--- config.mk ---
export PLATFORM = sky130hd
export DESIGN_NAME = three_level_feedback_scheduler_top_flat
export DESIGN_NICKNAME = d
export VERILOG_FILES = /design/src/rtl/core/tlfs_pkg.sv /design/src/rtl/core/tlfs_if.sv /design/src/rtl/core/tlfs_ram.sv /design/src/rtl/core/tlfs_qptr.sv /design/src/rtl/core/tlfs_ctrl.sv /design/src/rtl/core/three_level_feedback_scheduler_top.sv /design/src/flat_wrapper.sv
export VERILOG_INCLUDE_DIRS = /design/src /design/src/rtl/core
export SDC_FILE = /design/constraint.sdc
export NUM_CORES = 1
export LEC_CHECK = 0
export BUFFER_PORTS_ARGS = -buffer_cell sky130_fd_sc_hd__buf_2
export CAP_MARGIN = 25
export CORE_ASPECT_RATIO = 0.9
export CORE_UTILIZATION = 50
export CTS_CLUSTER_DIAMETER = 50
export CTS_CLUSTER_SIZE = 30
export DETAILED_ROUTE_END_ITERATION = 7
export GPL_TIMING_DRIVEN = 0
export PLACE_DENSITY = 0.66
export SLEW_MARGIN = 20
export SYNTH_ARGS = -nofsm -noshare
export SYNTH_HDL_FRONTEND = slang
export SYNTH_SLANG_ARGS = --single-unit
--- constraint.sdc ---
create_clock -name clk -period 5.7 [get_ports clk]
set_input_delay 0.285 -clock clk [delete_from_list [all_inputs] [get_ports clk]]
set_output_delay 0.285 -clock clk [all_outputs]
set_load 0.1 [all_outputs]
--- src/rtl/core/three_level_feedback_scheduler_top_assert.svh ---
// Assertion macros used by the scheduler RTL.
// Each expects signals named clk and rst_n in the including module.
`ifndef THREE_LEVEL_FEEDBACK_SCHEDULER_TOP_ASSERT_SVH
`define THREE_LEVEL_FEEDBACK_SCHEDULER_TOP_ASSERT_SVH

// Same-cycle implication.
`define TLFS_ASSERT_NOW(lbl, ante, cons, msg) \
  lbl: assert property (@(posedge clk) disable iff (!rst_n) (ante) |-> (cons)) \
    else $error(msg);

// Next-cycle implication.
`define TLFS_ASSERT_NEXT(lbl, ante, cons, msg) \
  lbl: assert property (@(posedge clk) disable iff (!rst_n) (ante) |=> (cons)) \
    else $error(msg);

`endif

--- src/rtl/core/tlfs_pkg.sv ---
// Shared constants, types and helpers of the three-level feedback scheduler.
// No dependencies.
package tlfs_pkg;

  localparam int MAX_JOBS  = 16;
  localparam int TIME_BITS = 16;
  localparam int LEVELS    = 3;

  localparam int JIDX_W = $clog2(MAX_JOBS);
  localparam int CNT_W  = $clog2(MAX_JOBS + 1);
  localparam int QIDX_W = $clog2(LEVELS);
  localparam int QA_W   = $clog2(LEVELS * MAX_JOBS);

  // Field widths of the channels
  localparam int OP_W   = 1;
  localparam int ID_W   = 4;
  localparam int SVC_W  = 8;
  localparam int QNT_W  = 8;
  localparam int ST_W   = 2;
  localparam int LVL_W  = 2;
  localparam int TURN_W = 16;

  localparam int CFG_AW = 4;
  localparam int CFG_DW = 32;

  localparam logic [OP_W-1:0] OP_TICK  = 1'b0;
  localparam logic [OP_W-1:0] OP_ADMIT = 1'b1;

  localparam logic [ST_W-1:0] ST_OK     = 2'd0;
  localparam logic [ST_W-1:0] ST_REJECT = 2'd1;
  localparam logic [ST_W-1:0] ST_NO_JOB = 2'd2;

  localparam logic [LVL_W-1:0] LVL_ONE   = 2'd1;
  localparam logic [LVL_W-1:0] LVL_TWO   = 2'd2;
  localparam logic [LVL_W-1:0] LVL_THREE = 2'd3;

  localparam logic [1:0] REG_QUANTUM_ONE   = 2'd0;
  localparam logic [1:0] REG_QUANTUM_TWO   = 2'd1;
  localparam logic [1:0] REG_QUANTUM_THREE = 2'd2;

  localparam logic [QNT_W-1:0] QUANTUM_ONE_RST   = 8'd4;
  localparam logic [QNT_W-1:0] QUANTUM_TWO_RST   = 8'd8;
  localparam logic [QNT_W-1:0] QUANTUM_THREE_RST = 8'd16;

  typedef struct packed {
    logic [QNT_W-1:0] q1;
    logic [QNT_W-1:0] q2;
    logic [QNT_W-1:0] q3;
  } cfg_t;

  typedef struct packed {
    logic [SVC_W-1:0]     rem;
    logic [QNT_W-1:0]     ql;
    logic [TIME_BITS-1:0] admit;
    logic [SVC_W-1:0]     svc;
  } jt_entry_t;

  localparam int JT_W = $bits(jt_entry_t);

  typedef struct packed {
    logic              push;
    logic [QIDX_W-1:0] push_q;
    logic              pop;
    logic [QIDX_W-1:0] pop_q;
  } q_req_t;

  typedef struct packed {
    logic [LEVELS-1:0] nonempty;
    logic [QA_W-1:0]   push_addr;
    logic [QA_W-1:0]   pop_addr;
  } q_stat_t;

  typedef struct packed {
    logic              we;
    logic [QA_W-1:0]   addr;
    logic [JIDX_W-1:0] data;
  } qm_wr_t;

  typedef struct packed {
    logic              we;
    logic [JIDX_W-1:0] addr;
    jt_entry_t         data;
  } jt_wr_t;

  function automatic logic [QNT_W-1:0] quantum_of(cfg_t c, logic [LVL_W-1:0] lvl);
    logic [QNT_W-1:0] q;
    if (lvl == LVL_ONE) q = c.q1;
    else if (lvl == LVL_TWO) q = c.q2;
    else q = c.q3;
    return q;
  endfunction

endpackage

--- src/rtl/core/tlfs_if.sv ---
// Valid/ready channel interfaces: job items in, scheduler results out.
// Depends on tlfs_pkg.
interface tlfs_in_if;
  logic                        valid;
  logic                        ready;
  logic [tlfs_pkg::OP_W-1:0]   opcode;
  logic [tlfs_pkg::ID_W-1:0]   job_id;
  logic [tlfs_pkg::SVC_W-1:0]  service_time;

  modport source (output valid, opcode, job_id, service_time, input ready);
  modport sink   (input valid, opcode, job_id, service_time, output ready);
endinterface

interface tlfs_out_if;
  logic                        valid;
  logic                        ready;
  logic [tlfs_pkg::ST_W-1:0]   status;
  logic [tlfs_pkg::ID_W-1:0]   ran_job;
  logic [tlfs_pkg::LVL_W-1:0]  ran_level;
  logic                        job_done;
  logic [tlfs_pkg::TURN_W-1:0] turnaround;
  logic [tlfs_pkg::SVC_W-1:0]  done_service;

  modport source (output valid, status, ran_job, ran_level, job_done, turnaround,
                  done_service, input ready);
  modport sink   (input valid, status, ran_job, ran_level, job_done, turnaround,
                  done_service, output ready);
endinterface

--- src/rtl/core/tlfs_ram.sv ---
// Generic simple dual-port RAM: one write port, one read port, registered read.
// No dependencies.
module tlfs_ram #(
  parameter int WIDTH = 8,
  parameter int DEPTH = 16
) (
  input  logic                     clk,
  input  logic                     we,
  input  logic [$clog2(DEPTH)-1:0] waddr,
  input  logic [WIDTH-1:0]         wdata,
  input  logic [$clog2(DEPTH)-1:0] raddr,
  output logic [WIDTH-1:0]         rdata
);

  logic [WIDTH-1:0] mem [DEPTH];
  logic [WIDTH-1:0] rdata_r;

  always_ff @(posedge clk) begin
    if (we) begin
      mem[waddr] <= wdata;
    end
    rdata_r <= mem[raddr];
  end

  assign rdata = rdata_r;

endmodule

--- src/rtl/core/tlfs_qptr.sv ---
// Head and count registers of the three level FIFOs, plus slot addressing
// into the shared queue memory. Depends on tlfs_pkg.
module tlfs_qptr (
  input  logic              clk,
  input  logic              rst_n,
  input  tlfs_pkg::q_req_t  req,
  output tlfs_pkg::q_stat_t stat
);

  localparam int SUM_W = tlfs_pkg::JIDX_W + 1;

  logic [tlfs_pkg::JIDX_W-1:0] head_r   [tlfs_pkg::LEVELS];
  logic [tlfs_pkg::JIDX_W-1:0] head_nxt [tlfs_pkg::LEVELS];
  logic [tlfs_pkg::CNT_W-1:0]  cnt_r    [tlfs_pkg::LEVELS];
  logic [tlfs_pkg::CNT_W-1:0]  cnt_nxt  [tlfs_pkg::LEVELS];

  logic [SUM_W-1:0]            tail_sum;
  logic [tlfs_pkg::JIDX_W-1:0] tail_slot;
  logic                        push_ok;

  // tail = (head + count) mod MAX_JOBS; the sum stays below twice the depth
  always_comb begin
    tail_sum = SUM_W'(head_r[req.push_q]) + SUM_W'(cnt_r[req.push_q]);
    if (tail_sum >= SUM_W'(tlfs_pkg::MAX_JOBS)) begin
      tail_slot = tlfs_pkg::JIDX_W'(tail_sum - SUM_W'(tlfs_pkg::MAX_JOBS));
    end else begin
      tail_slot = tlfs_pkg::JIDX_W'(tail_sum);
    end
    push_ok = req.push && (cnt_r[req.push_q] != tlfs_pkg::CNT_W'(tlfs_pkg::MAX_JOBS));

    stat.push_addr = tlfs_pkg::QA_W'(req.push_q) * tlfs_pkg::QA_W'(tlfs_pkg::MAX_JOBS)
                   + tlfs_pkg::QA_W'(tail_slot);
    stat.pop_addr  = tlfs_pkg::QA_W'(req.pop_q) * tlfs_pkg::QA_W'(tlfs_pkg::MAX_JOBS)
                   + tlfs_pkg::QA_W'(head_r[req.pop_q]);

    for (int i = 0; i < tlfs_pkg::LEVELS; i++) begin
      stat.nonempty[i] = (cnt_r[i] != '0);
      head_nxt[i] = head_r[i];
      cnt_nxt[i]  = cnt_r[i];
      if (push_ok && (req.push_q == tlfs_pkg::QIDX_W'(i))) begin
        cnt_nxt[i] = cnt_nxt[i] + tlfs_pkg::CNT_W'(1);
      end
      if (req.pop && (req.pop_q == tlfs_pkg::QIDX_W'(i))) begin
        cnt_nxt[i] = cnt_nxt[i] - tlfs_pkg::CNT_W'(1);
        if (head_r[i] == tlfs_pkg::JIDX_W'(tlfs_pkg::MAX_JOBS - 1)) begin
          head_nxt[i] = '0;
        end else begin
          head_nxt[i] = head_r[i] + tlfs_pkg::JIDX_W'(1);
        end
      end
    end
  end

  always_ff @(posedge clk) begin
    if (!rst_n) begin
      for (int i = 0; i < tlfs_pkg::LEVELS; i++) begin
        head_r[i] <= '0;
        cnt_r[i]  <= '0;
      end
    end else begin
      for (int i = 0; i < tlfs_pkg::LEVELS; i++) begin
        head_r[i] <= head_nxt[i];
        cnt_r[i]  <= cnt_nxt[i];
      end
    end
  end

endmodule

--- src/rtl/core/tlfs_ctrl.sv ---
// Scheduler sequencer: admit and tick handling, running-job cache, busy bits,
// result register. Depends on tlfs_pkg, tlfs_if and the assertion macros.
`include "three_level_feedback_scheduler_top_assert.svh"

module tlfs_ctrl (
  input  logic                        clk,
  input  logic                        rst_n,
  tlfs_in_if.sink                     in_chan,
  tlfs_out_if.source                  out_chan,
  input  tlfs_pkg::cfg_t              cfg,
  output tlfs_pkg::q_req_t            q_req,
  input  tlfs_pkg::q_stat_t           q_stat,
  output tlfs_pkg::qm_wr_t            qm_wr,
  input  logic [tlfs_pkg::JIDX_W-1:0] qm_rdata,
  output tlfs_pkg::jt_wr_t            jt_wr,
  output logic [tlfs_pkg::JIDX_W-1:0] jt_raddr,
  input  tlfs_pkg::jt_entry_t         jt_rdata
);

  typedef enum logic [2:0] {S_IDLE, S_ADMIT, S_NOJOB, S_QRD, S_JRD, S_EXEC} state_t;

  state_t                         state_r, state_nxt;
  logic [tlfs_pkg::TIME_BITS-1:0] time_r, time_nxt;
  logic [tlfs_pkg::MAX_JOBS-1:0]  busy_r, busy_nxt;
  logic                           run_v_r, run_v_nxt;
  logic [tlfs_pkg::JIDX_W-1:0]    run_id_r, run_id_nxt;
  logic [tlfs_pkg::LVL_W-1:0]     run_lvl_r, run_lvl_nxt;

  // cached table entry of the running job
  logic [tlfs_pkg::SVC_W-1:0]     rem_r, rem_nxt;
  logic [tlfs_pkg::QNT_W-1:0]     ql_r, ql_nxt;
  logic [tlfs_pkg::TIME_BITS-1:0] admit_r, admit_nxt;
  logic [tlfs_pkg::SVC_W-1:0]     svc_r, svc_nxt;

  logic [tlfs_pkg::ID_W-1:0]      adm_id_r, adm_id_nxt;
  logic [tlfs_pkg::SVC_W-1:0]     adm_svc_r, adm_svc_nxt;

  logic                           out_valid_r, out_valid_nxt;
  logic [tlfs_pkg::ST_W-1:0]      o_status_r, o_status_nxt;
  logic [tlfs_pkg::ID_W-1:0]      o_job_r, o_job_nxt;
  logic [tlfs_pkg::LVL_W-1:0]     o_level_r, o_level_nxt;
  logic                           o_done_r, o_done_nxt;
  logic [tlfs_pkg::TURN_W-1:0]    o_turn_r, o_turn_nxt;
  logic [tlfs_pkg::SVC_W-1:0]     o_dsvc_r, o_dsvc_nxt;

  logic                           out_free;
  logic                           higher;
  logic                           preempt;
  logic                           any_ne;
  logic [tlfs_pkg::QIDX_W-1:0]    sel_q;
  logic [tlfs_pkg::LVL_W-1:0]     next_lvl;
  logic [tlfs_pkg::TIME_BITS-1:0] time_inc;
  logic [tlfs_pkg::TIME_BITS-1:0] tdiff;
  logic [tlfs_pkg::JIDX_W-1:0]    adm_idx;
  logic                           reject;

  assign in_chan.ready       = (state_r == S_IDLE);
  assign out_chan.valid        = out_valid_r;
  assign out_chan.status       = o_status_r;
  assign out_chan.ran_job      = o_job_r;
  assign out_chan.ran_level    = o_level_r;
  assign out_chan.job_done     = o_done_r;
  assign out_chan.turnaround   = o_turn_r;
  assign out_chan.done_service = o_dsvc_r;

  // popped id from the queue memory addresses the job table directly
  assign jt_raddr = qm_rdata;

  always_comb begin
    state_nxt   = state_r;
    time_nxt    = time_r;
    busy_nxt    = busy_r;
    run_v_nxt   = run_v_r;
    run_id_nxt  = run_id_r;
    run_lvl_nxt = run_lvl_r;
    rem_nxt     = rem_r;
    ql_nxt      = ql_r;
    admit_nxt   = admit_r;
    svc_nxt     = svc_r;
    adm_id_nxt  = adm_id_r;
    adm_svc_nxt = adm_svc_r;

    out_free      = !out_valid_r || out_chan.ready;
    out_valid_nxt = out_valid_r && !out_chan.ready;
    o_status_nxt  = o_status_r;
    o_job_nxt     = o_job_r;
    o_level_nxt   = o_level_r;
    o_done_nxt    = o_done_r;
    o_turn_nxt    = o_turn_r;
    o_dsvc_nxt    = o_dsvc_r;

    q_req         = '0;
    qm_wr.we      = 1'b0;
    qm_wr.addr    = q_stat.push_addr;
    qm_wr.data    = run_id_r;
    jt_wr.we      = 1'b0;
    jt_wr.addr    = run_id_r;
    jt_wr.data.rem   = rem_r;
    jt_wr.data.ql    = ql_r;
    jt_wr.data.admit = admit_r;
    jt_wr.data.svc   = svc_r;

    time_inc = time_r + tlfs_pkg::TIME_BITS'(1);
    tdiff    = time_inc - admit_r;
    adm_idx  = tlfs_pkg::JIDX_W'(adm_id_r);
    reject   = (32'(adm_id_r) >= tlfs_pkg::MAX_JOBS) || busy_r[adm_idx];

    any_ne = |q_stat.nonempty;
    if (q_stat.nonempty[0]) sel_q = tlfs_pkg::QIDX_W'(0);
    else if (q_stat.nonempty[1]) sel_q = tlfs_pkg::QIDX_W'(1);
    else sel_q = tlfs_pkg::QIDX_W'(2);

    higher  = q_stat.nonempty[0] ||
              ((run_lvl_r == tlfs_pkg::LVL_THREE) && q_stat.nonempty[1]);
    preempt = run_v_r && (run_lvl_r != tlfs_pkg::LVL_ONE) && higher;

    if (run_lvl_r == tlfs_pkg::LVL_THREE) next_lvl = tlfs_pkg::LVL_THREE;
    else next_lvl = run_lvl_r + tlfs_pkg::LVL_ONE;

    unique case (state_r)
      S_IDLE: begin
        if (in_chan.valid) begin
          adm_id_nxt  = in_chan.job_id;
          adm_svc_nxt = in_chan.service_time;
          if (in_chan.opcode == tlfs_pkg::OP_ADMIT) begin
            state_nxt = S_ADMIT;
          end else begin
            // preempted job goes back to its own FIFO; level 3 restarts its slice
            if (preempt) begin
              jt_wr.we = 1'b1;
              if (run_lvl_r == tlfs_pkg::LVL_THREE) jt_wr.data.ql = cfg.q3;
              q_req.push   = 1'b1;
              q_req.push_q = tlfs_pkg::QIDX_W'(run_lvl_r - tlfs_pkg::LVL_ONE);
              qm_wr.we     = 1'b1;
            end
            if (!run_v_r || preempt) begin
              if (any_ne) begin
                q_req.pop   = 1'b1;
                q_req.pop_q = sel_q;
                run_lvl_nxt = tlfs_pkg::LVL_W'(sel_q) + tlfs_pkg::LVL_ONE;
                run_v_nxt   = 1'b0;
                state_nxt   = S_QRD;
              end else begin
                state_nxt = S_NOJOB;
              end
            end else begin
              state_nxt = S_EXEC;
            end
          end
        end
      end

      S_ADMIT: begin
        if (out_free) begin
          out_valid_nxt = 1'b1;
          o_status_nxt  = reject ? tlfs_pkg::ST_REJECT : tlfs_pkg::ST_OK;
          o_job_nxt     = '0;
          o_level_nxt   = '0;
          o_done_nxt    = 1'b0;
          o_turn_nxt    = '0;
          o_dsvc_nxt    = '0;
          if (!reject) begin
            busy_nxt[adm_idx] = 1'b1;
            jt_wr.we         = 1'b1;
            jt_wr.addr       = adm_idx;
            jt_wr.data.rem   = adm_svc_r;
            jt_wr.data.ql    = cfg.q1;
            jt_wr.data.admit = time_r;
            jt_wr.data.svc   = adm_svc_r;
            q_req.push       = 1'b1;
            q_req.push_q     = tlfs_pkg::QIDX_W'(0);
            qm_wr.we         = 1'b1;
            qm_wr.data       = adm_idx;
          end
          state_nxt = S_IDLE;
        end
      end

      S_NOJOB: begin
        if (out_free) begin
          time_nxt      = time_inc;
          out_valid_nxt = 1'b1;
          o_status_nxt  = tlfs_pkg::ST_NO_JOB;
          o_job_nxt     = '0;
          o_level_nxt   = '0;
          o_done_nxt    = 1'b0;
          o_turn_nxt    = '0;
          o_dsvc_nxt    = '0;
          state_nxt     = S_IDLE;
        end
      end

      S_QRD: begin
        run_id_nxt = qm_rdata;
        state_nxt  = S_JRD;
      end

      S_JRD: begin
        rem_nxt   = jt_rdata.rem;
        ql_nxt    = jt_rdata.ql;
        admit_nxt = jt_rdata.admit;
        svc_nxt   = jt_rdata.svc;
        run_v_nxt = 1'b1;
        state_nxt = S_EXEC;
      end

      S_EXEC: begin
        if (out_free) begin
          time_nxt      = time_inc;
          out_valid_nxt = 1'b1;
          o_status_nxt  = tlfs_pkg::ST_OK;
          o_job_nxt     = tlfs_pkg::ID_W'(run_id_r);
          o_level_nxt   = run_lvl_r;
          o_done_nxt    = 1'b0;
          o_turn_nxt    = '0;
          o_dsvc_nxt    = '0;
          if (rem_r <= tlfs_pkg::SVC_W'(1)) begin
            rem_nxt          = '0;
            busy_nxt[run_id_r] = 1'b0;
            run_v_nxt        = 1'b0;
            o_done_nxt       = 1'b1;
            o_turn_nxt       = tlfs_pkg::TURN_W'(tdiff);
            o_dsvc_nxt       = svc_r;
          end else begin
            rem_nxt = rem_r - tlfs_pkg::SVC_W'(1);
            if (ql_r <= tlfs_pkg::QNT_W'(1)) begin
              // slice used up: write back and demote (level 3 requeues at level 3)
              jt_wr.we       = 1'b1;
              jt_wr.data.rem = rem_r - tlfs_pkg::SVC_W'(1);
              jt_wr.data.ql  = tlfs_pkg::quantum_of(cfg, next_lvl);
              q_req.push     = 1'b1;
              q_req.push_q   = tlfs_pkg::QIDX_W'(next_lvl - tlfs_pkg::LVL_ONE);
              qm_wr.we       = 1'b1;
              run_v_nxt      = 1'b0;
            end else begin
              ql_nxt = ql_r - tlfs_pkg::QNT_W'(1);
            end
          end
          state_nxt = S_IDLE;
        end
      end

      default: begin
        state_nxt = S_IDLE;
      end
    endcase
  end

  always_ff @(posedge clk) begin
    if (!rst_n) begin
      state_r     <= S_IDLE;
      time_r      <= '0;
      busy_r      <= '0;
      run_v_r     <= 1'b0;
      run_lvl_r   <= tlfs_pkg::LVL_ONE;
      out_valid_r <= 1'b0;
    end else begin
      state_r     <= state_nxt;
      time_r      <= time_nxt;
      busy_r      <= busy_nxt;
      run_v_r     <= run_v_nxt;
      run_lvl_r   <= run_lvl_nxt;
      out_valid_r <= out_valid_nxt;
    end
    run_id_r   <= run_id_nxt;
    rem_r      <= rem_nxt;
    ql_r       <= ql_nxt;
    admit_r    <= admit_nxt;
    svc_r      <= svc_nxt;
    adm_id_r   <= adm_id_nxt;
    adm_svc_r  <= adm_svc_nxt;
    o_status_r <= o_status_nxt;
    o_job_r    <= o_job_nxt;
    o_level_r  <= o_level_nxt;
    o_done_r   <= o_done_nxt;
    o_turn_r   <= o_turn_nxt;
    o_dsvc_r   <= o_dsvc_nxt;
  end

  `TLFS_ASSERT_NOW(a_run_busy, run_v_r, busy_r[run_id_r], "running job is not busy")
  `TLFS_ASSERT_NOW(a_pop_nonempty, q_req.pop, q_stat.nonempty[q_req.pop_q], "pop from empty FIFO")
  `TLFS_ASSERT_NOW(a_push_pop_split, q_req.push && q_req.pop, q_req.push_q != q_req.pop_q, "push and pop hit one FIFO")
  `TLFS_ASSERT_NEXT(a_load_exec, state_r == S_JRD, run_v_r && (state_r == S_EXEC), "job load did not reach execute")

endmodule

--- src/rtl/core/three_level_feedback_scheduler_top.sv ---
// Three-level feedback queue scheduler: a one-to-one item/result block.
// Input channel in_chan carries opcode (tick or admit), job_id, service_time;
// output channel out_chan returns one result per item: status, ran_job,
// ran_level, job_done, turnaround and done_service. The quantum of each
// level is set over the APB-style cfg_ port (0x0, 0x4, 0x8), which the user
// must do only while idle; the block does not enforce it. An admit goes to
// S_ADMIT, a tick whose job keeps running to S_EXEC, one that starts a new
// job to S_QRD and S_JRD: the pop reads the queue memory, then the popped id
// reads the job table RAM, each registered. One item is in work at a time.
// Reset: all FIFOs empty, no job busy or running, time zero, quanta 4/8/16;
// the memories need no clearing pass and the block is ready at once.
// Receiver stall: the result register holds its transfer; the next item is
// still accepted and worked on, and waits only when its own result is due.
// Depends on tlfs_pkg, tlfs_if, tlfs_ram, tlfs_qptr and tlfs_ctrl.
module three_level_feedback_scheduler_top (
  input  logic                        clk,
  input  logic                        rst_n,
  tlfs_in_if.sink                     in_chan,
  tlfs_out_if.source                  out_chan,
  input  logic                        cfg_psel,
  input  logic                        cfg_penable,
  input  logic                        cfg_pwrite,
  input  logic [tlfs_pkg::CFG_AW-1:0] cfg_paddr,
  input  logic [tlfs_pkg::CFG_DW-1:0] cfg_pwdata,
  output logic [tlfs_pkg::CFG_DW-1:0] cfg_prdata,
  output logic                        cfg_pready
);

  tlfs_pkg::cfg_t              cfg_r, cfg_nxt;
  tlfs_pkg::q_req_t            q_req;
  tlfs_pkg::q_stat_t           q_stat;
  tlfs_pkg::qm_wr_t            qm_wr;
  tlfs_pkg::jt_wr_t            jt_wr;
  logic [tlfs_pkg::JIDX_W-1:0] qm_rdata;
  logic [tlfs_pkg::JIDX_W-1:0] jt_raddr;
  tlfs_pkg::jt_entry_t         jt_rdata;
  logic [1:0]                  reg_idx;
  logic                        cfg_wr;

  assign cfg_pready = 1'b1;
  assign reg_idx    = cfg_paddr[tlfs_pkg::CFG_AW-1:2];
  assign cfg_wr     = cfg_psel && cfg_penable && cfg_pwrite && cfg_pready;

  always_comb begin
    cfg_nxt    = cfg_r;
    cfg_prdata = '0;
    unique case (reg_idx)
      tlfs_pkg::REG_QUANTUM_ONE: begin
        cfg_prdata = tlfs_pkg::CFG_DW'(cfg_r.q1);
        if (cfg_wr) cfg_nxt.q1 = cfg_pwdata[tlfs_pkg::QNT_W-1:0];
      end
      tlfs_pkg::REG_QUANTUM_TWO: begin
        cfg_prdata = tlfs_pkg::CFG_DW'(cfg_r.q2);
        if (cfg_wr) cfg_nxt.q2 = cfg_pwdata[tlfs_pkg::QNT_W-1:0];
      end
      tlfs_pkg::REG_QUANTUM_THREE: begin
        cfg_prdata = tlfs_pkg::CFG_DW'(cfg_r.q3);
        if (cfg_wr) cfg_nxt.q3 = cfg_pwdata[tlfs_pkg::QNT_W-1:0];
      end
      default: begin
        cfg_prdata = '0;
      end
    endcase
  end

  always_ff @(posedge clk) begin
    if (!rst_n) begin
      cfg_r.q1 <= tlfs_pkg::QUANTUM_ONE_RST;
      cfg_r.q2 <= tlfs_pkg::QUANTUM_TWO_RST;
      cfg_r.q3 <= tlfs_pkg::QUANTUM_THREE_RST;
    end else begin
      cfg_r <= cfg_nxt;
    end
  end

  // all three level FIFOs share one memory, one row of MAX_JOBS per level
  tlfs_ram #(
    .WIDTH (tlfs_pkg::JIDX_W),
    .DEPTH (tlfs_pkg::LEVELS * tlfs_pkg::MAX_JOBS)
  ) u_queue_ram (
    .clk   (clk),
    .we    (qm_wr.we),
    .waddr (qm_wr.addr),
    .wdata (qm_wr.data),
    .raddr (q_stat.pop_addr),
    .rdata (qm_rdata)
  );

  tlfs_ram #(
    .WIDTH (tlfs_pkg::JT_W),
    .DEPTH (tlfs_pkg::MAX_JOBS)
  ) u_job_ram (
    .clk   (clk),
    .we    (jt_wr.we),
    .waddr (jt_wr.addr),
    .wdata (jt_wr.data),
    .raddr (jt_raddr),
    .rdata (jt_rdata)
  );

  tlfs_qptr u_qptr (
    .clk   (clk),
    .rst_n (rst_n),
    .req   (q_req),
    .stat  (q_stat)
  );

  tlfs_ctrl u_ctrl (
    .clk      (clk),
    .rst_n    (rst_n),
    .in_chan  (in_chan),
    .out_chan (out_chan),
    .cfg      (cfg_r),
    .q_req    (q_req),
    .q_stat   (q_stat),
    .qm_wr    (qm_wr),
    .qm_rdata (qm_rdata),
    .jt_wr    (jt_wr),
    .jt_raddr (jt_raddr),
    .jt_rdata (jt_rdata)
  );

endmodule
--- src/flat_wrapper.sv ---
// flat-port wrapper written by rule: the top's interface ports become plain ports
module three_level_feedback_scheduler_top_flat 
  (clk, rst_n, cfg_psel, cfg_penable, cfg_pwrite, cfg_paddr, cfg_pwdata, cfg_prdata, cfg_pready, in_chan_valid, in_chan_opcode, in_chan_job_id, in_chan_service_time, in_chan_ready, out_chan_valid, out_chan_status, out_chan_ran_job, out_chan_ran_level, out_chan_job_done, out_chan_turnaround, out_chan_done_service, out_chan_ready);
  tlfs_in_if in_chan_i ();
  tlfs_out_if out_chan_i ();
  input  logic clk;
  input  logic rst_n;
  input  logic cfg_psel;
  input  logic cfg_penable;
  input  logic cfg_pwrite;
  input  logic [tlfs_pkg::CFG_AW-1:0] cfg_paddr;
  input  logic [tlfs_pkg::CFG_DW-1:0] cfg_pwdata;
  output logic [tlfs_pkg::CFG_DW-1:0] cfg_prdata;
  output logic cfg_pready;
  input wire logic [$bits(in_chan_i.valid)-1:0] in_chan_valid;
  input wire logic [$bits(in_chan_i.opcode)-1:0] in_chan_opcode;
  input wire logic [$bits(in_chan_i.job_id)-1:0] in_chan_job_id;
  input wire logic [$bits(in_chan_i.service_time)-1:0] in_chan_service_time;
  output wire logic [$bits(in_chan_i.ready)-1:0] in_chan_ready;
  output wire logic [$bits(out_chan_i.valid)-1:0] out_chan_valid;
  output wire logic [$bits(out_chan_i.status)-1:0] out_chan_status;
  output wire logic [$bits(out_chan_i.ran_job)-1:0] out_chan_ran_job;
  output wire logic [$bits(out_chan_i.ran_level)-1:0] out_chan_ran_level;
  output wire logic [$bits(out_chan_i.job_done)-1:0] out_chan_job_done;
  output wire logic [$bits(out_chan_i.turnaround)-1:0] out_chan_turnaround;
  output wire logic [$bits(out_chan_i.done_service)-1:0] out_chan_done_service;
  input wire logic [$bits(out_chan_i.ready)-1:0] out_chan_ready;
  assign in_chan_i.valid = in_chan_valid;
  assign in_chan_i.opcode = in_chan_opcode;
  assign in_chan_i.job_id = in_chan_job_id;
  assign in_chan_i.service_time = in_chan_service_time;
  assign in_chan_ready = in_chan_i.ready;
  assign out_chan_valid = out_chan_i.valid;
  assign out_chan_status = out_chan_i.status;
  assign out_chan_ran_job = out_chan_i.ran_job;
  assign out_chan_ran_level = out_chan_i.ran_level;
  assign out_chan_job_done = out_chan_i.job_done;
  assign out_chan_turnaround = out_chan_i.turnaround;
  assign out_chan_done_service = out_chan_i.done_service;
  assign out_chan_i.ready = out_chan_ready;
  three_level_feedback_scheduler_top u_core (.clk(clk), .rst_n(rst_n), .in_chan(in_chan_i), .out_chan(out_chan_i), .cfg_psel(cfg_psel), .cfg_penable(cfg_penable), .cfg_pwrite(cfg_pwrite), .cfg_paddr(cfg_paddr), .cfg_pwdata(cfg_pwdata), .cfg_prdata(cfg_prdata), .cfg_pready(cfg_pready));
endmodule
* Yosys cells after proc, flatten, opt, wreduce, memory -nomap -nowiden
Memories as Yosys holds them, arrays and structs flattened. A register that Yosys moved wholly into a read port is not among the register bits.
Index checks and enable logic that the tools add are counted.
** Storage, ports and cells
- Bits in registers :: 152
- Memories :: 4
- Word-level logic and storage cells :: 272
- Output and inout bits :: 68
- Bits in writable memories :: 859
- Input bits :: 56
** Cells by class
- Muxes and demuxes :: 125
- Bitwise gates (word level) :: 10
- Equality and inequality tests :: 33
- Magnitude comparators :: 7
- Reduce and logical (&&, ||, !) cells :: 50
- Add/subtract/negate cells :: 21
** Memory list
- u_core.u_job_ram.mem :: depth 16, width 40, rd ports 1, clocked after memory_dff 1, write ports 1, RTL line tlfs_ram.sv:15 : logic [WIDTH-1:0] mem [DEPTH];
- u_core.u_queue_ram.mem :: depth 48, width 4, rd ports 1, clocked after memory_dff 1, write ports 1, RTL line tlfs_ram.sv:15
- u_core.u_qptr.cnt_r :: depth 3, width 5, rd ports 4, clocked after memory_dff 0, write ports 3, RTL line tlfs_qptr.sv:14 : logic [tlfs_pkg::CNT_W-1:0] cnt_r [tlfs_pkg::LEVELS];
- u_core.u_qptr.head_r :: depth 3, width 4, rd ports 5, clocked after memory_dff 0, write ports 3, RTL line tlfs_qptr.sv:12 : logic [tlfs_pkg::JIDX_W-1:0] head_r [tlfs_pkg::LEVELS];
** Operators with widths (number)
- $mux 16 :: 10
- $mux 8 :: 14
- $mux 45 :: 2
- $mux 4 :: 16
- $pmux 16 s2 :: 2
- $pmux 8 s2 :: 4
- $pmux 8 s3 :: 2
- $mux 5 :: 9
- $mux 3 :: 13
- $mux 1 :: 31
- $mux 24 :: 1
- $ne 2x2->1 const B :: 9
- $add 16x1->16 const B :: 1
- $and 16x16->16 :: 1
- $le 8x1->1 const B :: 2
- $not 16->16 :: 1
- $or 16x16->16 :: 1
- $sub 16x16->16 :: 1
- $sub 8x1->8 const B :: 2
- $add 5x1->5 const B :: 3
- $logic_and 1x1->1 :: 15
- $reduce_bool 5->1 :: 3
- $sub 5x1->5 const B :: 3
- $mux 2 :: 7
- other kinds (43) :: 93

* Longest topological paths before layout
Gate-level depths: netlist (run 1).
An unclocked memory read counts as a cell.
- Depth in word-level cells :: 18
- Depth in mapped cells :: 19
- Gate-level depth less buffers :: 16

* Cells and area by module
From an unflattened synthesis (run 1), not the netlist that was laid out.
** Unflattened totals
- Cell total of the unflattened synthesis :: 2708
- Area total of the unflattened synthesis :: 44376.3 sq um
** Modules (own cells, without submodules)
- tlfs_ram at u_core.u_job_ram :: seq. area each 20019.2 sq um, cells an instance 1040, area an instance 25131.6 sq um, times used 1
- tlfs_ram at u_core.u_queue_ram :: seq. area each 5845.6 sq um, cells an instance 437, area an instance 7897.6 sq um, times used 1
- tlfs_ctrl :: seq. area each 3453.3 sq um, cells an instance 807, area an instance 7761.2 sq um, times used 1
- tlfs_qptr :: seq. area each 540.5 sq um, cells an instance 275, area an instance 2267.2 sq um, times used 1
- three_level_feedback_scheduler_top :: seq. area each 480.5 sq um, cells an instance 149, area an instance 1318.8 sq um, times used 1

* Worst setup path before layout (run 1)
Ideal clock, no wire load.
- Kind :: register to register
- Start :: register u_core.u_ctrl.adm_id_r[0] (netlist name)
- End :: memory u_core.u_job_ram.mem[0][0] (netlist name) (enable)
- Setup time :: 0.437 ns
- Buffers on the path :: 2
- Setup slack :: 0.501 ns
- Stages on the path, launching flop included :: 10
- Clock period less this slack :: 5.199 ns
- Arrival time :: 4.762 ns
- Data required time :: 5.263 ns
- Cells stage by stage :: edfxtp_1 clkbuf_1 mux4_2 mux4_2 nand2b_1 buf_4 nand2_1 nand2_1 or2_2 nor2_1
** RTL lines
- start: declaration :: RTL line tlfs_ctrl.sv:35 : logic [tlfs_pkg::ID_W-1:0] adm_id_r, adm_id_nxt;
- start signal: assignment :: RTL line tlfs_ctrl.sv:270 : adm_id_r <= adm_id_nxt;
- end: declaration :: RTL line tlfs_ram.sv:15

==> results.txt, run 1 <==
- In this run the critical register-to-register path is launched from u_core.u_qptr.cnt_r[1][0]$_SDFF_PN0_.
- Timing would allow up to between 0.15 and 0.2 GHz.
- Switching Power: 0.00633 W
- Fraction of power spent switching nets: between 30 and 40%
* Antenna viol nets, final: 0
- Hold Crit Depth: 4
- Number of buffers inserted during clock tree synthesis: between 90 and 100
* Multi-input combinational cell area: 0.0127 mm2
* Startpoint type of the worst setup path: register
- Max H-tree Level: 3
- Register clock-pin slew on the reported worst setup and hold paths: about 0.07 ns
- In this run the worst path has a maximum fanout of 10.
* Area growth syn-to-layout: 17.6%
- Port Buf Inserts: a little over 70
* Number of non-filler instances in the completed layout: 4215
- In this run the count of I/O pins placed on the die edge is 124.
* Post-synthesis sequential element count: about 1100
- At the end of the flow the core is filled with cells to between 50 and 60%.
- The worst hold path belongs to the class in2reg.
- Yosys mapped a number of flops with a built-in enable equal to between 900 and 1000.
- # diodes: 0
* First-pass GRT wire length: roughly 160000 um
* DIE HEIGHT: about 280 um
* Area of the mapped netlist: 0.0432 mm2
- Placed cell count: roughly 4000
- Dividing the detail-routed wire length by the instance count gives about 26 um.
- CTS tree: built
* Clock share of power: around a third
* Pin count of the biggest net entering global routing: 49
* Share of final-layout standard cells stronger than drive strength 1: between 20% and 30%
- Final non-filler cell area: between 0.05 and 0.06 mm2
- Clock skew on the completed layout was measured at approximately 0.033 ns.
- In the routed layout, each cell is associated on average with a via count of 6.11.
* Required time at the endpoint of the critical path: 6.02 ns
- Detailed-route wire length: around 110000 um
* Placed cell areas: about 0.046 mm2
* Final total power: ~0.021 W
- After technology mapping, the gate count stands at approximately 2700.
- DRC violation count after routing: 0
- At the end of the flow, the number of nets in the layout was 3097.
* Final sum of negative setup slack: 0 ns
- Measured in cells, the most critical reg-to-reg path has a length of 19.
- For the worst setup path, the data arrival time is between 5 and 6 ns.
* Final weighted congestion in routability-driven placement: between 0.9 and 1
* Combinational fraction of design power: a little over a fifth
* Effective utilization at floorplan: 50.9%
- The die covers around 0.09 mm2.
* Total power per unit cell area: 410 mW/mm2
- Pins Over Slew Limit: 0
* Number of distinct library cells after synthesis: 79
* Max clock buf depth: 3
- At the pin with the least slew margin, the transition time is about 1.2 ns.
* Commonest non-fill, non-tap cell in the layout: sky130_fd_sc_hd__edfxtp_1
- Min-Delay Endpoint: u_core.cfg_r[21]$_SDFFE_PN0P_
* Final number of hold-violating endpoints: 0
* Sequential Power Share: between 40 and 50%
- Min-delay src: cfg_paddr[3]
- For this design the static power due to leakage is between 15 and 20 nW.
- Cell internal power was estimated by the tool at ~0.014 W.
* Latest clock arrival within the worst-skew pair: 0.68 ns
* Count of final setup violators: 0
- CTS sink count: 1055
- After legalization and detailed placement, the total HPWL measured 74900 um.
- Critical Path End Type: register
- Of all flip-flops after synthesis, the portion carrying an async set or reset was 0%.
- Number of global-route vias before repair: 25100
- Row generation in the floorplan step produced around 100 rows.
- Registers take 0.0303 mm2.
- The worst-case IR drop observed on VDD is roughly 0.00033 V.
* Average instance area after synthesis: about 16 um2
* Number of DRC markers in iteration 0: around 3000
- The total area inside the core boundary comes to around 0.085 mm2.
* CTS root buffer: sky130_fd_sc_hd__clkbuf_16
* Final worst path period need: around 5.5 ns
- The share of the Yosys chip area taken by registers is a little over two thirds.
- The routed layout has approximately 26000 vias.
* Normalized max-slew margin: a little under a fifth
- Die extent in x: ~310 um
* Yosys warning total: 0
* Endpoint of the worst register-to-register path: u_core.u_queue_ram.mem[31][1]$_DFFE_PP_
- The worst setup path is of the reg2reg kind.
- The pre-antenna-repair detailed-routing pass consisted of 8 iterations.
* Most instantiated flip-flop cell in the synthesis netlist: sky130_fd_sc_hd__edfxtp_1
* Status: completed
* Number of inserted filler cells in the final layout: 6228
* Number of max-cap violations: 0
- Across every metal layer, demand over resource in global routing totals between 20% and 30%.
- Period utilization: a little over nine tenths
- The top cell types in the final layout, fill and taps aside, are sky130_fd_sc_hd__edfxtp_1 (921), sky130_fd_sc_hd__nand2_1 (304), sky130_fd_sc_hd__mux4_2 (205), sky130_fd_sc_hd__nor2_1 (134), sky130_fd_sc_hd__dfxtp_1 (134).
- Setup slack, reg-to-reg: ~0.23 ns
- Global-route congestion overflow total: 0
* Initial antenna violation count: 0
## sequential cells by signal (all words and copies together) (netlist names), 12 cells and up
signal,cells
u_core.u_job_ram.rdata,40
u_core.u_queue_ram.mem,192
u_core.u_ctrl.out_chan.turnaround,16
u_core.u_ctrl.busy_r,16
u_core.cfg_r,24
u_core.u_ctrl.time_r,16
u_core.u_qptr.cnt_r,15
u_core.u_ctrl.admit_r,16
u_core.u_qptr.head_r,12
u_core.u_job_ram.mem,640
## area by class of cell
type / count / area share (%)
plain buffers: 162 / 1.48
clock buffers: 101 / 4.76
clock inverters: 75 / 2.03
inverters: 57 / 0.421
multi-input cells: 1461 / 25.1
flip-flops and latches: 1055 / 59.7
well taps: 1133 / 2.79
repair buffers: 171 / 3.71
## through the flow
step | setup slack, ns | hold slack [ns]
6_report | 0.226 | 0.0469
3_3_place_gp | -3.24 | 0.389
2_1_floorplan | 0.501 | 0.384
4_1_cts | -0.143 | 0.00748
3_5_place_dp | -0.696 | 0.389
5_1_grt | -0.0322 | 0.0262
## power by group through the flow
| stage | combinational [W] | clock (W) | sequential (W) |
|---|---|---|---|
| finish | 0.00452 | 0.00687 | 0.00941 |
| global placement | 0.00402 | 0 | 0.00960 |
| detailed placement | 0.00434 | 0 | 0.00958 |
| floorplan | 0.00259 | 0 | 0.00984 |
| global route | 0.00476 | 0.00724 | 0.00944 |
| CTS | 0.00439 | 0.00696 | 0.00941 |
## worst max-delay path, cell delays in order (launching register included)
cell and delay [ns]:
sky130_fd_sc_hd__dfxtp_1 0.36, sky130_fd_sc_hd__inv_1 0.14, sky130_fd_sc_hd__ha_1 0.18, sky130_fd_sc_hd__or4b_2 0.58, sky130_fd_sc_hd__clkbuf_1 0.23, sky130_fd_sc_hd__a21oi_1 0.26, sky130_fd_sc_hd__or3b_2 0.15, sky130_fd_sc_hd__clkbuf_1 0.23
sky130_fd_sc_hd__a2bb2oi_1 0.36, sky130_fd_sc_hd__clkbuf_2 0.30, sky130_fd_sc_hd__nor2_1 0.06, sky130_fd_sc_hd__a21oi_1 0.17, sky130_fd_sc_hd__a21o_1 0.18, sky130_fd_sc_hd__inv_1 0.05, sky130_fd_sc_hd__ha_1 0.26, sky130_fd_sc_hd__a21o_1 0.19
sky130_fd_sc_hd__a21oi_2 0.33, sky130_fd_sc_hd__xnor2_2 0.29, sky130_fd_sc_hd__buf_2 0.37, sky130_fd_sc_hd__nor3_2 0.43
## per-layer routing
metal  vias to the layer above  routed length [um]  global-route usage, %
met3                       177               10300                   5.15
met2                      1356               52000                   39.8
met1                     13100               45600                   36.4
met4                         0                2500                   6.16
met5                         -                   0                      0
li1                      11100                   -                      -
## worst max path at each step
| stage | from | endpoint | slack (ns) |
|---|---|---|---|
| global route | u_core.u_qptr.cnt_r[1][0]$_SDFF_PN0_ | u_core.u_queue_ram.mem[46][2]$_DFFE_PP_ | -0.03 |
| floorplan | u_core.u_ctrl.adm_id_r[0]$_DFFE_PP_ | u_core.u_job_ram.mem[0][0]$_DFFE_PP_ | 0.50 |
| detailed placement | u_core.u_ctrl.rem_r[4]$_DFFE_PP_ | u_core.u_queue_ram.mem[1][2]$_DFFE_PP_ | -0.70 |
| CTS | u_core.u_qptr.cnt_r[1][0]$_SDFF_PN0_ | u_core.u_queue_ram.mem[7][0]$_DFFE_PP_ | -0.14 |
| global placement | u_core.u_ctrl.adm_id_r[0]$_DFFE_PP_ | u_core.u_job_ram.mem[12][15]$_DFFE_PP_ | -3.24 |
| finish | u_core.u_qptr.cnt_r[1][0]$_SDFF_PN0_ | u_core.u_queue_ram.mem[31][1]$_DFFE_PP_ | 0.23 |
## logic make-up (layout without fill, tap and decap cells)
group                    Yosys count  after routing  share of synthesized area (%)
other                              2             25                         0.0174
adder cells (fa/ha/maj)           40             40                           1.19
AND/OR/NAND/NOR                  749            749                           7.90
buffers and inverters            220            566                           2.20
XOR/XNOR                          78             78                           1.58
multiplexers                     279            279                           12.4
AO/OA/AOI/OAI                    290            290                           4.43
flip-flops                      1055           1055                           70.2
## synth_stat cells (4+ instances only)
| cell type | n | share of area [%] |
|---|---|---|
| sky130_fd_sc_hd__nand3_1 | 80 | 0.93 |
| sky130_fd_sc_hd__nand2_1 | 307 | 2.7 |
| sky130_fd_sc_hd__nor4b_1 | 5 | 0.10 |
| sky130_fd_sc_hd__nand4_1 | 17 | 0.25 |
| sky130_fd_sc_hd__nor2_1 | 154 | 1.3 |
| sky130_fd_sc_hd__nand3b_1 | 7 | 0.12 |
| sky130_fd_sc_hd__a211oi_1 | 6 | 0.10 |
| sky130_fd_sc_hd__nand2b_1 | 11 | 0.16 |
| sky130_fd_sc_hd__nor2b_1 | 11 | 0.16 |
| sky130_fd_sc_hd__o311ai_0 | 6 | 0.12 |
| sky130_fd_sc_hd__nor3b_1 | 4 | 0.070 |
| sky130_fd_sc_hd__o21ai_0 | 77 | 0.89 |
| sky130_fd_sc_hd__edfxtp_1 | 921 | 64 |
| sky130_fd_sc_hd__mux2i_1 | 67 | 1.6 |
| sky130_fd_sc_hd__ha_1 | 38 | 1.1 |
| sky130_fd_sc_hd__nor4_1 | 9 | 0.13 |
| sky130_fd_sc_hd__a21oi_1 | 65 | 0.75 |
| sky130_fd_sc_hd__xnor2_1 | 44 | 0.89 |
| sky130_fd_sc_hd__a41oi_1 | 4 | 0.081 |
| sky130_fd_sc_hd__or4_1 | 4 | 0.070 |
| sky130_fd_sc_hd__o31ai_1 | 18 | 0.31 |
| sky130_fd_sc_hd__and2_1 | 8 | 0.12 |
| sky130_fd_sc_hd__nor3_1 | 72 | 0.83 |
| sky130_fd_sc_hd__and3_1 | 23 | 0.33 |
| sky130_fd_sc_hd__a2111oi_0 | 4 | 0.081 |
| sky130_fd_sc_hd__xor2_1 | 34 | 0.69 |
| sky130_fd_sc_hd__clkbuf_1 | 95 | 0.83 |
| sky130_fd_sc_hd__a21o_1 | 8 | 0.14 |
| sky130_fd_sc_hd__o211ai_1 | 14 | 0.24 |
| sky130_fd_sc_hd__o22ai_1 | 6 | 0.087 |
| sky130_fd_sc_hd__a31oi_1 | 16 | 0.23 |
| sky130_fd_sc_hd__mux4_2 | 205 | 11 |
| sky130_fd_sc_hd__buf_2 | 14 | 0.16 |
| sky130_fd_sc_hd__or3_1 | 24 | 0.35 |
| sky130_fd_sc_hd__a32oi_1 | 9 | 0.18 |
| sky130_fd_sc_hd__buf_4 | 29 | 0.50 |
| sky130_fd_sc_hd__inv_1 | 56 | 0.49 |
| sky130_fd_sc_hd__mux2_2 | 6 | 0.16 |
| sky130_fd_sc_hd__o21a_1 | 4 | 0.070 |
| sky130_fd_sc_hd__buf_1 | 25 | 0.22 |
| sky130_fd_sc_hd__o2111ai_1 | 13 | 0.26 |
| sky130_fd_sc_hd__dfxtp_1 | 134 | 6.2 |
| sky130_fd_sc_hd__a221o_1 | 7 | 0.16 |
## repair_timing
item	4_1_cts	5_1_grt
buffers inserted	2	4
cloned	0	0
resized for setup	32	83
hold endpoints to repair	38	0
hold buffers	22	0
pin swaps	0	1
setup endpoints to repair	192	193
Note: power is estimated with default switching activity, not from simulation.
==> run 2: changes to the inputs <==
--- a/config.mk
+++ b/config.mk
@@ -8,7 +8,6 @@
 export LEC_CHECK = 0
 export BUFFER_PORTS_ARGS = -buffer_cell sky130_fd_sc_hd__buf_2
 export CAP_MARGIN = 25
-export CORE_ASPECT_RATIO = 0.9
 export CORE_UTILIZATION = 50
 export CTS_CLUSTER_DIAMETER = 50
 export CTS_CLUSTER_SIZE = 30
==> run 2 against run 1 <==
Net effect:
- the flow now finishes with violations (design-rule violations)
- power up 2.7%
- non-clock buffer count up 5
- critical endpoint is now u_core.u_queue_ram.rdata[2]$_DFF_P_
- first-iteration DRC count up 4.5%
- wire length up 1.8%
==> results.txt, run 2 (synthesis results as in run 1) <==
- The post-route total power was 0.0214 W (was 0.0208 W).
- Number of global-route vias before repair: 26000 (was 25100)
- The sort of element at the end of the critical path is a register (unchanged).
* Initial antenna violation count: 3 (was 0)
- The share of post-route cells with drive strength above 1 was 23.1% (was 22.5%).
* Number of flip-flops under the largest register name: 640 (unchanged)
- The number of cells on the worst hold path was 4 (unchanged).
- Cell depth of the worst flop-to-flop path: 15 (was 19)
- VDD IR-drop max: 0.000347 V (was 0.000333 V)
- The clock tree skew after final layout is 0.0371 ns (was 0.0329 ns).
* CP Max Fanout: 10 (unchanged)
- The cell total after placement was 4009 (was 3998).
* Area growth syn-to-layout: 18.7% (was 17.6%)
- Pins Over Slew Limit: 0 (unchanged)
- Met2 global-route usage: 41.6% (was 39.8%)
* Total core area: 0.0854 mm2 (was 0.0849 mm2)
- Sequential Power Share: 44.0% (was 45.2%)
* Global-route congestion overflow total: 0 (unchanged)
* Clock share of power: 34.9% (was 33.0%)
- Tot GR Track Use: 26.0% (was 25.3%)
- Most frequent cells in the layout: sky130_fd_sc_hd__edfxtp_1 (921), sky130_fd_sc_hd__nand2_1 (304), sky130_fd_sc_hd__mux4_2 (205), sky130_fd_sc_hd__nor2_1 (134), sky130_fd_sc_hd__dfxtp_1 (134) (unchanged)
- Kind of critical path: reg2reg (unchanged)
- The switching power of the nets came to 0.00631 W (was 0.00633 W).
* Internal power contribution: 0.0150 W (was 0.0145 W)
- Number of I/O pins: 124 (unchanged)
- Number of DRC markers in iteration 0: 3176 (was 3039)
* Final worst path period need: 5.57 ns (was 5.47 ns)
* Min-delay src: cfg_paddr[2] (was cfg_paddr[3])
- Antenna viol nets, final: 0 (unchanged)
* Normalized max-slew margin: 22.2% (was 18.5%)
* Classification of the worst-slack hold path: in2reg (unchanged)
- CTS sink count: 1055 (unchanged)
* Launching point of the worst reg2reg path: u_core.u_qptr.cnt_r[1][0]$_SDFF_PN0_ (unchanged)
- Period utilization: 97.7% (was 96.0%)
* Endpoint of the worst register-to-register path: u_core.u_queue_ram.rdata[2]$_DFF_P_ (was u_core.u_queue_ram.mem[31][1]$_DFFE_PP_)
* Hold_ws: 0.0333 ns (was 0.0469 ns)
- Number of rows created at floorplan: 107 (was 101)
- The starting density of the core is 50.6% (was 50.9%).
* Max stage delay cell, worst path: sky130_fd_sc_hd__or4b_2 (unchanged)
- Latest clock arrival within the worst-skew pair: 0.71 ns (was 0.68 ns)
- Register clock-pin slew on the reported worst setup and hold paths: 0.07 ns (about the same)
* Setup slack, reg-to-reg: 0.13 ns (was 0.23 ns)
* Nets: 3113 (was 3097)
- The final reports fail on design-rule violations.
- Largest stage delay, worst path: 0.63 ns (was 0.58 ns)
- The placed wire-length estimate is 76200 um (was 74900 um).
* Count of final setup violators: 0 (unchanged)
* Routed length per instance: 26.4 um (was 26.2 um)
- The number of vias in the routed layout is 26100 (was 25700).
- The overall die height was 296 um (was 281 um).
* Register bank with the most flops: u_core.u_job_ram.mem (unchanged)
- The number of detailed-routing iterations run before antenna repair came to 8 (unchanged).
* Number of buffers inserted during clock tree synthesis: 104 (was 93)
- The number of remaining DRC errors is 1 (was 0).
- Achievable Freq: 0.180 GHz (was 0.183 GHz)
- The leakage power of the design was 17.4 nW (was 17.1 nW).
- The required arrival time at the worst endpoint came to 6.16 ns (was 6.02 ns).
* Met3 track demand over resource: 4.88% (was 5.15%)
* Fraction of power spent switching nets: 29.6% (was 30.5%)
- Status: finished with violations (was completed).
- Min-Delay Endpoint: u_core.cfg_r[22]$_SDFFE_PN0P_ (was u_core.cfg_r[21]$_SDFFE_PN0P_)
- The vias per cell is 6.13 (was 6.11).
* Data arrival at the endpoint of the critical path: 6.03 ns (was 5.79 ns)
- The most frequent standard cell in the layout excluding fill and tap cells was sky130_fd_sc_hd__edfxtp_1 (unchanged).
- Critical-path cell list: inv_1 -> ha_1 -> or4b_2 -> clkbuf_1 -> or3_1 -> a21oi_1 -> o21a_1 -> buf_2 -> buf_2 -> clkbuf_1 -> o2111ai_1 -> o2111ai_1 -> a21oi_1 -> nor3_1 -> nand4_1 (was inv_1 -> ha_1 -> or4b_2 -> clkbuf_1 -> a21oi_1 -> or3b_2 -> clkbuf_1 -> a2bb2oi_1 -> clkbuf_2 -> nor2_1 -> a21oi_1 -> a21o_1 -> inv_1 -> ha_1 -> a21o_1 -> a21oi_2 -> xnor2_2 -> buf_2 -> nor3_2)
- Number of non-filler instances in the completed layout: 4253 (was 4215)
- Total Die Area: 0.0876 mm2 (unchanged)
* Layer with the highest usage after global routing: met2 (unchanged)
- The total routed wirelength is 112000 um (was 110000 um).
* # diodes: 0 (unchanged)
* Combinational fraction of design power: 21.1% (was 21.7%)
* First-pass GRT wire length: 166000 um (was 164000 um)
- The areal power density over the cells is 417 mW/mm2 (was 410 mW/mm2).
- Max clock buf depth: 3 (unchanged)
- The max-cap check violation count is 0 (unchanged).
- The met1 demand-to-capacity share in global routing was 36.0% (was 36.4%).
- Port Buf Inserts: 71 (unchanged)
* Startpoint type of the worst setup path: register (unchanged)
* CTS root buffer: sky130_fd_sc_hd__clkbuf_16 (unchanged)
* Measured slew at the worst slew-check pin: 1.17 ns (was 1.22 ns)
- Final number of hold-violating endpoints: 0 (unchanged)
* Final weighted congestion in routability-driven placement: 0.926 (was 0.944)
- The CTS tree was built (unchanged).
* Max H-tree Level: 3 (unchanged)
* Pin count of the biggest net entering global routing: 51 (was 49)
* Die extent in x: 296 um (was 312 um)
[run 2: cell count changes in the layout (fill, tap and decap cells not counted), sizes merged]
cell         change
clkbuf           +9
bufinv           +7
clkinvlp         +7
buf              +3
dlygate4sd3      +3
inv              -3
clkinv           +1
[run 2: layout make-up]
cell class              count  area (um2)
plain buffers             161         747
clock buffers             111        2680
clock inverters            87        1130
fillers                  6298       34100
inverters                  57         214
multi-input cells        1461       12800
flip-flops and latches   1055       30300
well taps                1144        1430
repair buffers            177        1960
[run 2: power groups by stage]
stage	sequential [W]	clock, W	combinational (W)
6_report	0.00940	0.00745	0.00451
4_1_cts	0.00940	0.00751	0.00438
3_5_place_dp	0.00957	0	0.00432
5_1_grt	0.00943	0.00780	0.00476
2_1_floorplan	0.00984	0	0.00259
3_3_place_gp	0.00959	0	0.00400
[run 2: worst max-delay path: cells and delay by family (launching register included)]
| family | cells | cell delay (ns) |
|---|---|---|
| buffers and inverters | 5 | 1.61 |
| and+or+nand+nor | 4 | 1.75 |
| DFF | 1 | 0.37 |
| adders and majority gates | 1 | 0.18 |
| AOI/OAI and AO/OA | 5 | 1.41 |
[run 2: metrics by stage]
stage / cell area [um2] / setup WS [ns] / setup TNS (ns) / util, %
floorplan: 43300 / 0.501 / 0 / -
detailed placement: 46400 / -0.722 / -82.00 / 54.3
finish: 51300 / 0.132 / 0 / 60.0
global placement: 45100 / -3.25 / -1964.81 / 52.8
CTS: 50700 / -0.163 / -6.26 / 59.4
global route: 51300 / -0.0496 / -0.793 / 60.0
[run 2: routing by layer]
metal | wire (um) | up-vias | part of all wire (%)
met4 | 3350 | 2 | 3.0
met1 | 44400 | 13300 | 40
met5 | 8 | - | 0.0071
li1 | - | 11100 | -
met2 | 53900 | 1368 | 48
met3 | 10800 | 239 | 9.6
[run 2: worst max-delay path by stage]
stage / startpoint / endpoint / slack, ns / depth (start not counted)
floorplan: u_core.u_ctrl.adm_id_r[0]$_DFFE_PP_ / u_core.u_job_ram.mem[0][0]$_DFFE_PP_ / 0.50 / 9
global placement: u_core.u_ctrl.adm_id_r[0]$_DFFE_PP_ / u_core.u_job_ram.mem[6][15]$_DFFE_PP_ / -3.25 / 9
detailed placement: u_core.u_ctrl.rem_r[4]$_DFFE_PP_ / u_core.u_queue_ram.mem[17][1]$_DFFE_PP_ / -0.72 / 15
CTS: u_core.u_qptr.cnt_r[1][0]$_SDFF_PN0_ / u_core.u_queue_ram.mem[1][2]$_DFFE_PP_ / -0.16 / 19
global route: u_core.u_qptr.cnt_r[1][0]$_SDFF_PN0_ / u_core.u_queue_ram.mem[14][0]$_DFFE_PP_ / -0.05 / 18
finish: u_core.u_qptr.cnt_r[1][0]$_SDFF_PN0_ / u_core.u_queue_ram.rdata[2]$_DFF_P_ / 0.13 / 15
[run 2: repair_timing]
action | CTS | global route
setup buffers | 2 | 4
hold buffers | 25 | 0
pin swaps | 1 | 2
endpoints found under the setup margin | 192 | 193
gates resized for setup | 41 | 73
endpoints found under the hold margin | 38 | 0
